===== config.mk =====
export PLATFORM = sky130hd
export DESIGN_NAME = ascii_int_median3_sum_unit
export DESIGN_NICKNAME = d
export VERILOG_FILES = /design/src/rtl/core/am3s_pkg.sv /design/src/rtl/core/ascii_int_median3_sum_unit.sv /design/src/rtl/core/am3s_parser.sv /design/src/rtl/core/am3s_stats.sv
export SDC_FILE = /design/constraint.sdc
export NUM_CORES = 1
export LEC_CHECK = 0
export ABC_AREA = 1
export BUFFER_PORTS_ARGS = -buffer_cell sky130_fd_sc_hd__buf_2
export CORE_MARGIN = 3
export CORE_UTILIZATION = 55
export DETAILED_ROUTE_END_ITERATION = 10
export PLACE_DENSITY = 0.75
export SETUP_SLACK_MARGIN = 0.05
export SLEW_MARGIN = 25
export SYNTH_ARGS = -nofsm -noshare
export SYNTH_HDL_FRONTEND = slang
export SYNTH_HIERARCHICAL = 1
export SYNTH_SLANG_ARGS = --single-unit

===== constraint.sdc =====
create_clock -name clk -period 12.9 [get_ports clk]
set_input_delay 3.87 -clock clk [delete_from_list [all_inputs] [get_ports clk]]
set_output_delay 3.87 -clock clk [all_outputs]
set_load 0.05 [all_outputs]

===== src/rtl/core/am3s_pkg.sv =====
// ----------------------------------------------------------------------------
// am3s_pkg
// shared types and constants for the character-driven median-of-three unit
// ----------------------------------------------------------------------------
package am3s_pkg;

  localparam int unsigned MAX_CHARS_DEF = 11;

  localparam logic [7:0] END_CHAR_RST   = 8'd101;
  localparam logic [7:0] CLEAR_CHAR_RST = 8'd70;

  localparam int unsigned CFG_IDX_W = 2;
  localparam logic [CFG_IDX_W-1:0] REG_END_CHAR   = 2'd0;
  localparam logic [CFG_IDX_W-1:0] REG_CLEAR_CHAR = 2'd1;

  localparam logic [7:0] CH_TAB   = 8'd9;
  localparam logic [7:0] CH_CR    = 8'd13;
  localparam logic [7:0] CH_SPACE = 8'd32;
  localparam logic [7:0] CH_PLUS  = 8'd43;
  localparam logic [7:0] CH_MINUS = 8'd45;
  localparam logic [7:0] CH_ZERO  = 8'd48;
  localparam logic [7:0] CH_NINE  = 8'd57;

  localparam logic [1:0] FILL_FULL = 2'd3;

  // what one character does to the pending number
  typedef struct packed {
    logic               clear;
    logic               close;
    logic signed [31:0] value;
  } am3s_evt_t;

  // history snapshot after a closed number
  typedef struct packed {
    logic               valid;
    logic        [1:0]  fill;
    logic signed [31:0] value;
    logic signed [31:0] h0;
    logic signed [31:0] h1;
    logic signed [31:0] h2;
  } am3s_hist_t;

endpackage


===== src/rtl/core/ascii_int_median3_sum_unit.sv =====
// ----------------------------------------------------------------------------
// ascii_int_median3_sum_unit
// decimal numbers typed one character a beat, kept in a three-deep history;
// each closed number returns its value with the history sum and median
// ----------------------------------------------------------------------------
//   channel | signals                               | direction
//   --------+---------------------------------------+----------
//   in      | in_valid, in_ready, char_code         | sink
//   out     | out_valid, out_ready, entered_value,  | source
//           | history_sum, history_median,          |
//           | filled_count                          |
//   cfg     | cfg_wr_en, cfg_index, cfg_data        | sink
//
// one character per cycle while no result is stalled; a closing character passes
// through the input register, parse/history stage and sum/median result register
// reset clears history, pending number and pipeline, end/clear to 'e' and 'F'
// a stalled result freezes the whole pipeline; in_ready is low only while a
// result waits and out_ready is low
// ----------------------------------------------------------------------------
module ascii_int_median3_sum_unit #(
  parameter int unsigned MAX_CHARS = am3s_pkg::MAX_CHARS_DEF
) (
  input  logic                              clk,
  input  logic                              rst,
  input  logic                              cfg_wr_en,
  input  logic [am3s_pkg::CFG_IDX_W-1:0]    cfg_index,
  input  logic [7:0]                        cfg_data,
  input  logic                              in_valid,
  output logic                              in_ready,
  input  logic [7:0]                        char_code,
  output logic                              out_valid,
  input  logic                              out_ready,
  output logic signed [31:0]                entered_value,
  output logic signed [33:0]                history_sum,
  output logic signed [31:0]                history_median,
  output logic [1:0]                        filled_count
);
  import am3s_pkg::*;

  logic       adv;
  logic       step;
  logic [7:0] end_char;
  logic [7:0] clear_char;
  logic       s1_valid;
  logic [7:0] s1_char;

  am3s_evt_t  evt;
  am3s_hist_t hist;

  logic signed [31:0] h0;
  logic signed [31:0] h1;
  logic signed [31:0] h2;
  logic [1:0]         fill;
  logic signed [31:0] h0_next;
  logic signed [31:0] h1_next;
  logic signed [31:0] h2_next;
  logic [1:0]         fill_next;

  assign adv      = !out_valid || out_ready;
  assign in_ready = adv;
  assign step     = adv && s1_valid;

  always_ff @(posedge clk) begin
    if (rst) begin
      end_char   <= END_CHAR_RST;
      clear_char <= CLEAR_CHAR_RST;
    end else if (cfg_wr_en) begin
      unique case (cfg_index)
        REG_END_CHAR:   end_char   <= cfg_data;
        REG_CLEAR_CHAR: clear_char <= cfg_data;
        default: ;
      endcase
    end
  end

  // input register
  always_ff @(posedge clk) begin
    if (rst) begin
      s1_valid <= 1'b0;
    end else if (adv) begin
      s1_valid <= in_valid;
    end
  end

  always_ff @(posedge clk) begin
    if (adv) begin
      s1_char <= char_code;
    end
  end

  am3s_parser #(
    .MAX_CHARS (MAX_CHARS)
  ) u_parser (
    .clk        (clk),
    .rst        (rst),
    .step       (step),
    .char_code  (s1_char),
    .end_char   (end_char),
    .clear_char (clear_char),
    .evt        (evt)
  );

  // history shift
  always_comb begin
    h0_next   = h0;
    h1_next   = h1;
    h2_next   = h2;
    fill_next = fill;
    if (evt.clear) begin
      h0_next   = '0;
      h1_next   = '0;
      h2_next   = '0;
      fill_next = '0;
    end else if (evt.close) begin
      h0_next   = h1;
      h1_next   = h2;
      h2_next   = evt.value;
      fill_next = (fill == FILL_FULL) ? FILL_FULL : fill + 1'b1;
    end
  end

  always_ff @(posedge clk) begin
    if (rst) begin
      h0   <= '0;
      h1   <= '0;
      h2   <= '0;
      fill <= '0;
    end else if (step) begin
      h0   <= h0_next;
      h1   <= h1_next;
      h2   <= h2_next;
      fill <= fill_next;
    end
  end

  always_ff @(posedge clk) begin
    if (rst) begin
      hist.valid <= 1'b0;
    end else if (adv) begin
      hist.valid <= step && evt.close;
    end
    if (adv) begin
      hist.fill  <= fill_next;
      hist.value <= evt.value;
      hist.h0    <= h0_next;
      hist.h1    <= h1_next;
      hist.h2    <= h2_next;
    end
  end

  am3s_stats u_stats (
    .clk            (clk),
    .rst            (rst),
    .adv            (adv),
    .hist           (hist),
    .out_valid      (out_valid),
    .entered_value  (entered_value),
    .history_sum    (history_sum),
    .history_median (history_median),
    .filled_count   (filled_count)
  );

`ifndef ASSERT_OFF
  a_stall_blocks_input: assert property (@(posedge clk) disable iff (rst)
    out_valid && !out_ready |-> !in_ready)
    else $error("input taken while a result is stalled");

  a_close_makes_result: assert property (@(posedge clk) disable iff (rst)
    step && evt.close |=> hist.valid)
    else $error("closed number lost before the result stage");

  a_clear_empties: assert property (@(posedge clk) disable iff (rst)
    step && evt.clear |=> fill == 2'd0 && h2 == 32'sd0)
    else $error("clear did not empty the history");

  a_result_has_entries: assert property (@(posedge clk) disable iff (rst)
    out_valid |-> filled_count != 2'd0)
    else $error("result with an empty history");

  a_single_entry: assert property (@(posedge clk) disable iff (rst)
    out_valid && filled_count == 2'd1 |->
      history_median == entered_value && history_sum == 34'(entered_value))
    else $error("single entry sum or median differs from the value");
`endif

endmodule


===== src/rtl/core/am3s_parser.sv =====
// ----------------------------------------------------------------------------
// am3s_parser
// incremental decimal parser: whitespace, optional sign, digits, saturation
// ----------------------------------------------------------------------------
module am3s_parser #(
  parameter int unsigned MAX_CHARS = am3s_pkg::MAX_CHARS_DEF
) (
  input  logic                 clk,
  input  logic                 rst,
  input  logic                 step,
  input  logic [7:0]           char_code,
  input  logic [7:0]           end_char,
  input  logic [7:0]           clear_char,
  output am3s_pkg::am3s_evt_t  evt
);
  import am3s_pkg::*;

  localparam int unsigned CNT_W = $clog2(MAX_CHARS + 1);

  localparam logic [1:0] PH_LEAD = 2'd0;
  localparam logic [1:0] PH_NUM  = 2'd1;
  localparam logic [1:0] PH_DONE = 2'd2;

  localparam logic [31:0] MAG_LIMIT = 32'h8000_0000;
  localparam logic [31:0] POS_MAX   = 32'h7fff_ffff;

  logic [CNT_W-1:0] char_count;
  logic [CNT_W-1:0] char_count_next;
  logic [1:0]       parse_phase;
  logic [1:0]       parse_phase_next;
  logic             is_negative;
  logic             is_negative_next;
  logic [31:0]      accum_value;
  logic [31:0]      accum_value_next;

  logic        is_digit;
  logic        is_space;
  logic        is_sign;
  logic        full;
  logic        collect;
  logic [35:0] prod;
  logic [31:0] accum_step;

  always_comb begin
    is_digit = (char_code >= CH_ZERO) && (char_code <= CH_NINE);
    is_space = (char_code == CH_SPACE) || ((char_code >= CH_TAB) && (char_code <= CH_CR));
    is_sign  = (char_code == CH_PLUS) || (char_code == CH_MINUS);
    full     = (char_count >= CNT_W'(MAX_CHARS));

    evt.clear = (char_code == clear_char);
    evt.close = !evt.clear && ((char_code == end_char) || full);
    collect   = !evt.clear && !evt.close;

    // accum * 10 + digit, saturated at 2^31
    prod = ({4'd0, accum_value} << 3) + ({4'd0, accum_value} << 1) + {32'd0, char_code[3:0]};
    accum_step = (prod > {4'd0, MAG_LIMIT}) ? MAG_LIMIT : prod[31:0];

    if (is_negative) begin
      evt.value = -$signed(accum_value);
    end else if (accum_value[31]) begin
      evt.value = $signed(POS_MAX);
    end else begin
      evt.value = $signed(accum_value);
    end

    char_count_next  = char_count;
    parse_phase_next = parse_phase;
    is_negative_next = is_negative;
    accum_value_next = accum_value;

    if (evt.clear || evt.close) begin
      char_count_next  = '0;
      parse_phase_next = PH_LEAD;
      is_negative_next = 1'b0;
      accum_value_next = '0;
    end else if (collect) begin
      char_count_next = char_count + 1'b1;
      unique case (parse_phase)
        PH_LEAD: begin
          if (is_space) begin
            parse_phase_next = PH_LEAD;
          end else if (is_sign) begin
            is_negative_next = (char_code == CH_MINUS);
            parse_phase_next = PH_NUM;
          end else if (is_digit) begin
            parse_phase_next = PH_NUM;
            accum_value_next = accum_step;
          end else begin
            parse_phase_next = PH_DONE;
          end
        end
        PH_NUM: begin
          if (is_digit) begin
            accum_value_next = accum_step;
          end else begin
            parse_phase_next = PH_DONE;
          end
        end
        default: begin
          parse_phase_next = parse_phase;
        end
      endcase
    end
  end

  always_ff @(posedge clk) begin
    if (rst) begin
      char_count  <= '0;
      parse_phase <= PH_LEAD;
      is_negative <= 1'b0;
      accum_value <= '0;
    end else if (step) begin
      char_count  <= char_count_next;
      parse_phase <= parse_phase_next;
      is_negative <= is_negative_next;
      accum_value <= accum_value_next;
    end
  end

endmodule


===== src/rtl/core/am3s_stats.sv =====
// ----------------------------------------------------------------------------
// am3s_stats
// sum and median of the filled history entries, into the result register
// ----------------------------------------------------------------------------
module am3s_stats (
  input  logic                  clk,
  input  logic                  rst,
  input  logic                  adv,
  input  am3s_pkg::am3s_hist_t  hist,
  output logic                  out_valid,
  output logic signed [31:0]    entered_value,
  output logic signed [33:0]    history_sum,
  output logic signed [31:0]    history_median,
  output logic [1:0]            filled_count
);
  import am3s_pkg::*;

  logic signed [33:0] a;
  logic signed [33:0] b;
  logic signed [33:0] c;
  logic signed [33:0] sum_bc;
  logic signed [33:0] sum_abc;
  logic signed [33:0] sum_sel;
  logic signed [33:0] half_adj;
  logic signed [33:0] half;
  logic signed [31:0] lo_ab;
  logic signed [31:0] hi_ab;
  logic signed [31:0] mid_hc;
  logic signed [31:0] med3;
  logic signed [31:0] med_sel;

  always_comb begin
    a       = 34'(hist.h0);
    b       = 34'(hist.h1);
    c       = 34'(hist.h2);
    sum_bc  = b + c;
    sum_abc = sum_bc + a;

    // mean of two, truncated toward zero
    half_adj = sum_bc + {33'd0, sum_bc[33]};
    half     = half_adj >>> 1;

    lo_ab  = (hist.h0 < hist.h1) ? hist.h0 : hist.h1;
    hi_ab  = (hist.h0 < hist.h1) ? hist.h1 : hist.h0;
    mid_hc = (hi_ab < hist.h2) ? hi_ab : hist.h2;
    med3   = (lo_ab > mid_hc) ? lo_ab : mid_hc;

    case (hist.fill)
      2'd1: begin
        sum_sel = c;
        med_sel = hist.h2;
      end
      2'd2: begin
        sum_sel = sum_bc;
        med_sel = half[31:0];
      end
      default: begin
        sum_sel = sum_abc;
        med_sel = med3;
      end
    endcase
  end

  always_ff @(posedge clk) begin
    if (rst) begin
      out_valid <= 1'b0;
    end else if (adv) begin
      out_valid <= hist.valid;
    end
  end

  always_ff @(posedge clk) begin
    if (adv) begin
      entered_value  <= hist.value;
      history_sum    <= sum_sel;
      history_median <= med_sel;
      filled_count   <= hist.fill;
    end
  end

endmodule


==> flow_metrics.py <==
metrics = {
    "status": {
        "status": "finished, final reports clean",
    },
    "yosys": {
        "yosysSeqAreaShare": 0.3493,
        "yosysTopAreaCell": "edfxtp_1",
        "async_reset_ff_frac": 0,
        "yosys_warnings": 6,
        "ys_types": 76,
        "synth_top_area_frac": 0.2431,
        "synth_common_cells": "1146 x nand2_1, 552 x inv_1, 346 x nor2_1",
        "ys.flop_type": "edfxtp_1",
        "syn_area_um2": 29400,
        "syn_inst": 4125,
        "synth.top_cells.by_area": "edfxtp_1 24%, nand2_1 15%, dfxtp_1 11%",
        "synth_fp_nets": 4380,
        "synth_edf_count": 238,
        "syn_avg_cell_area_um2": 7.128,
        "ys_seq_elements": 394,
        "synth.most_common_cell": "nand2_1",
    },
    "place": {
        "globalplace.congestion": 0.9988,
        "dp_hpwl_um": 65070,
        "io_buffers": 124,
        "dp_cells": 4817,
    },
    "global_route": {
        "grt_pass1_vias": 24680,
        "track_usage": 0.2979,
        "grt_pass1_wl_um": 133800,
        "grt_antenna_before_repair": 1,
        "grt_max_degree": 112,
        "grt_overflow_total": 0,
    },
    "clock_tree": {
        "cts.path.max_buffers": 3,
        "cts_root_buffer": "clkbuf_16",
        "cts_setup_buffers": 0,
        "htree_levels": 2,
        "cts_hold_buf": 0,
        "post_cts_resized": 0,
        "numCtsBuffers": 43,
        "cts_tree": "done",
        "clkTransAtPathRegs_ns": 0.06,
        "cts.sinks": 394,
        "insertion_delay_ns": 0.60,
    },
    "final_layout": {
        "antennaDiodeCount": 0,
        "drive_above_1_share": 0.09385,
        "nets": 4429,
        "fin_cells": 4897,
        "area_growth_pct": 8.145,
    },
    "timing": {
        "tightest_slew_ns": 1.015,
        "max_clock_freq_mhz": 112.7,
        "timing.final.crit_share": 0.6877,
        "max-slew-margin-rel": 0.3039,
        "rsz0062_at_grt": "false",
        "min_period_ns": 8.872,
        "hold_violations": 0,
        "slew_violations": 0,
        "finClkSkew_ns": 0.01571,
        "finalSetupViolations": 0,
        "setup-tns-final_ns": 0,
    },
    "die": {
        "ios": 125,
        "core_um2": 52760,
        "die_y_um": 237.2,
        "die_area_um2": 56270,
        "fp.dieW_um": 237.2,
        "rows": 84,
        "start_util": 0.5573,
    },
    "critical_path": {
        "crit_type": "input port to primary output",
        "arrival_ns": 5.00,
        "endpoint_kind": "primary output",
        "cp-start-kind": "input port",
        "crit_fanout": 111,
        "cp.required_ns": 9.03,
    },
    "job": {
        "drv_cap": 0,
    },
    "routing": {
        "ant_nets": 0,
        "vias_per_cell": 5.526,
        "num_vias": 27060,
        "routed_wl_um": 85290,
        "drc_errors": 0,
        "dr.pass1.iters": 7,
        "drt_iter0_markers": 2507,
        "drt-wirelength-per-cell_um": 17.42,
    },
    "min_path": {
        "holdCritPathClass": "flip-flop to flip-flop",
    },
    "pwr": {
        "p_leak_uw": 0.01520,
        "vdd.ir_drop.worst_mv": 0.1075,
        "power.density_nw_per_um2": 122.8,
    },
}
## per-stage QoR
step           instance area (um^2)  total power (uW)  utilization  worst slack (ns)  hold WS, ns
3_3_place_gp                  30360              2656       0.5755             3.966       0.4018
3_5_place_dp                  30360              2663       0.5755             3.960       0.4054
2_1_floorplan                 29410              2380            -             2.101       0.4003
4_1_cts                       31790              3911       0.6026             3.960       0.4194
6_report                      31800              3903       0.6027             4.028       0.4178
5_1_grt                       31800              4106       0.6027             3.116       0.4244
## cell families after synthesis
group | after synthesis | share of synthesized area
simple gates | 1931 | 0.2822
compound gates | 785 | 0.1493
buf+inv | 725 | 0.09987
flops | 394 | 0.3493
fa+ha+maj | 232 | 0.09974
xor+xnor | 56 | 0.01898
mux | 2 | 0.0006809
## per-layer routing
metal | wire, um | GRT usage | vias up
met5 | 0 | 0 | -
met4 | 4722 | 0.1538 | 0
met3 | 5175 | 0.03063 | 180
met2 | 37080 | 0.4631 | 914
met1 | 38310 | 0.4149 | 12300
li1 | - | - | 13670
## final timing paths
check,startpoint,to,slack (ns),cells after the start
worst max register to register,hist[95],u_stats/history_median[30],4.13,38
worst min register to register,hist[117],u_stats/entered_value[21],0.42,0
worst max-delay path,out_ready,in_ready,4.03,4
worst min-delay path,hist[117],u_stats/entered_value[21],0.42,0
## report_power, final
| part | internal (uW) | switching, uW | leakage (uW) |
|---|---|---|---|
| clock | 703 | 541 | 0.000703 |
| combinational | 321 | 843 | 0.0104 |
| sequential | 1450 | 48.5 | 0.00412 |
| total | 2470 | 1430 | 0.0152 |
## cell type report
| class | count | area, um^2 |
|---|---|---|
| clock buffers | 61 | 1245 |
| flip-flops and latches | 394 | 10270 |
| well taps | 688 | 860.8 |
| multi-input cells | 3006 | 16240 |
| repair buffers | 151 | 827.0 |
| clock inverters | 19 | 185.2 |
| inverters | 578 | 2175 |
| fillers | 4941 | 20960 |
## cell usage in the layout (no fill, tap or decap), types with 124 or more instances in the layout
cell type / Yosys / layout
ha_1: 228 / 228
a21oi_1: 334 / 334
dfxtp_1: 156 / 156
nand3_1: 206 / 205
nand2_1: 1146 / 1143
edfxtp_1: 238 / 238
buf_2: 56 / 124
nor2_1: 346 / 345
o21ai_0: 261 / 258
inv_1: 552 / 550
## flip-flops by register name, summed over array words and instances (netlist names), 4 cells and up
register	cells
h1	32
u_stats/history_median	32
u_parser/accum_value	32
hist	131
s1_char	8
u_parser/char_count	4
clear_char	8
u_stats/entered_value	32
end_char	8
u_stats/history_sum	34
h0	32
h2	32
## critical path, cell delays in order
cell and delay (ns):
buf_2 0.08, inv_1 0.08, nand2_8 0.55, buf_2 0.40
(Power assumes the default switching activity.)
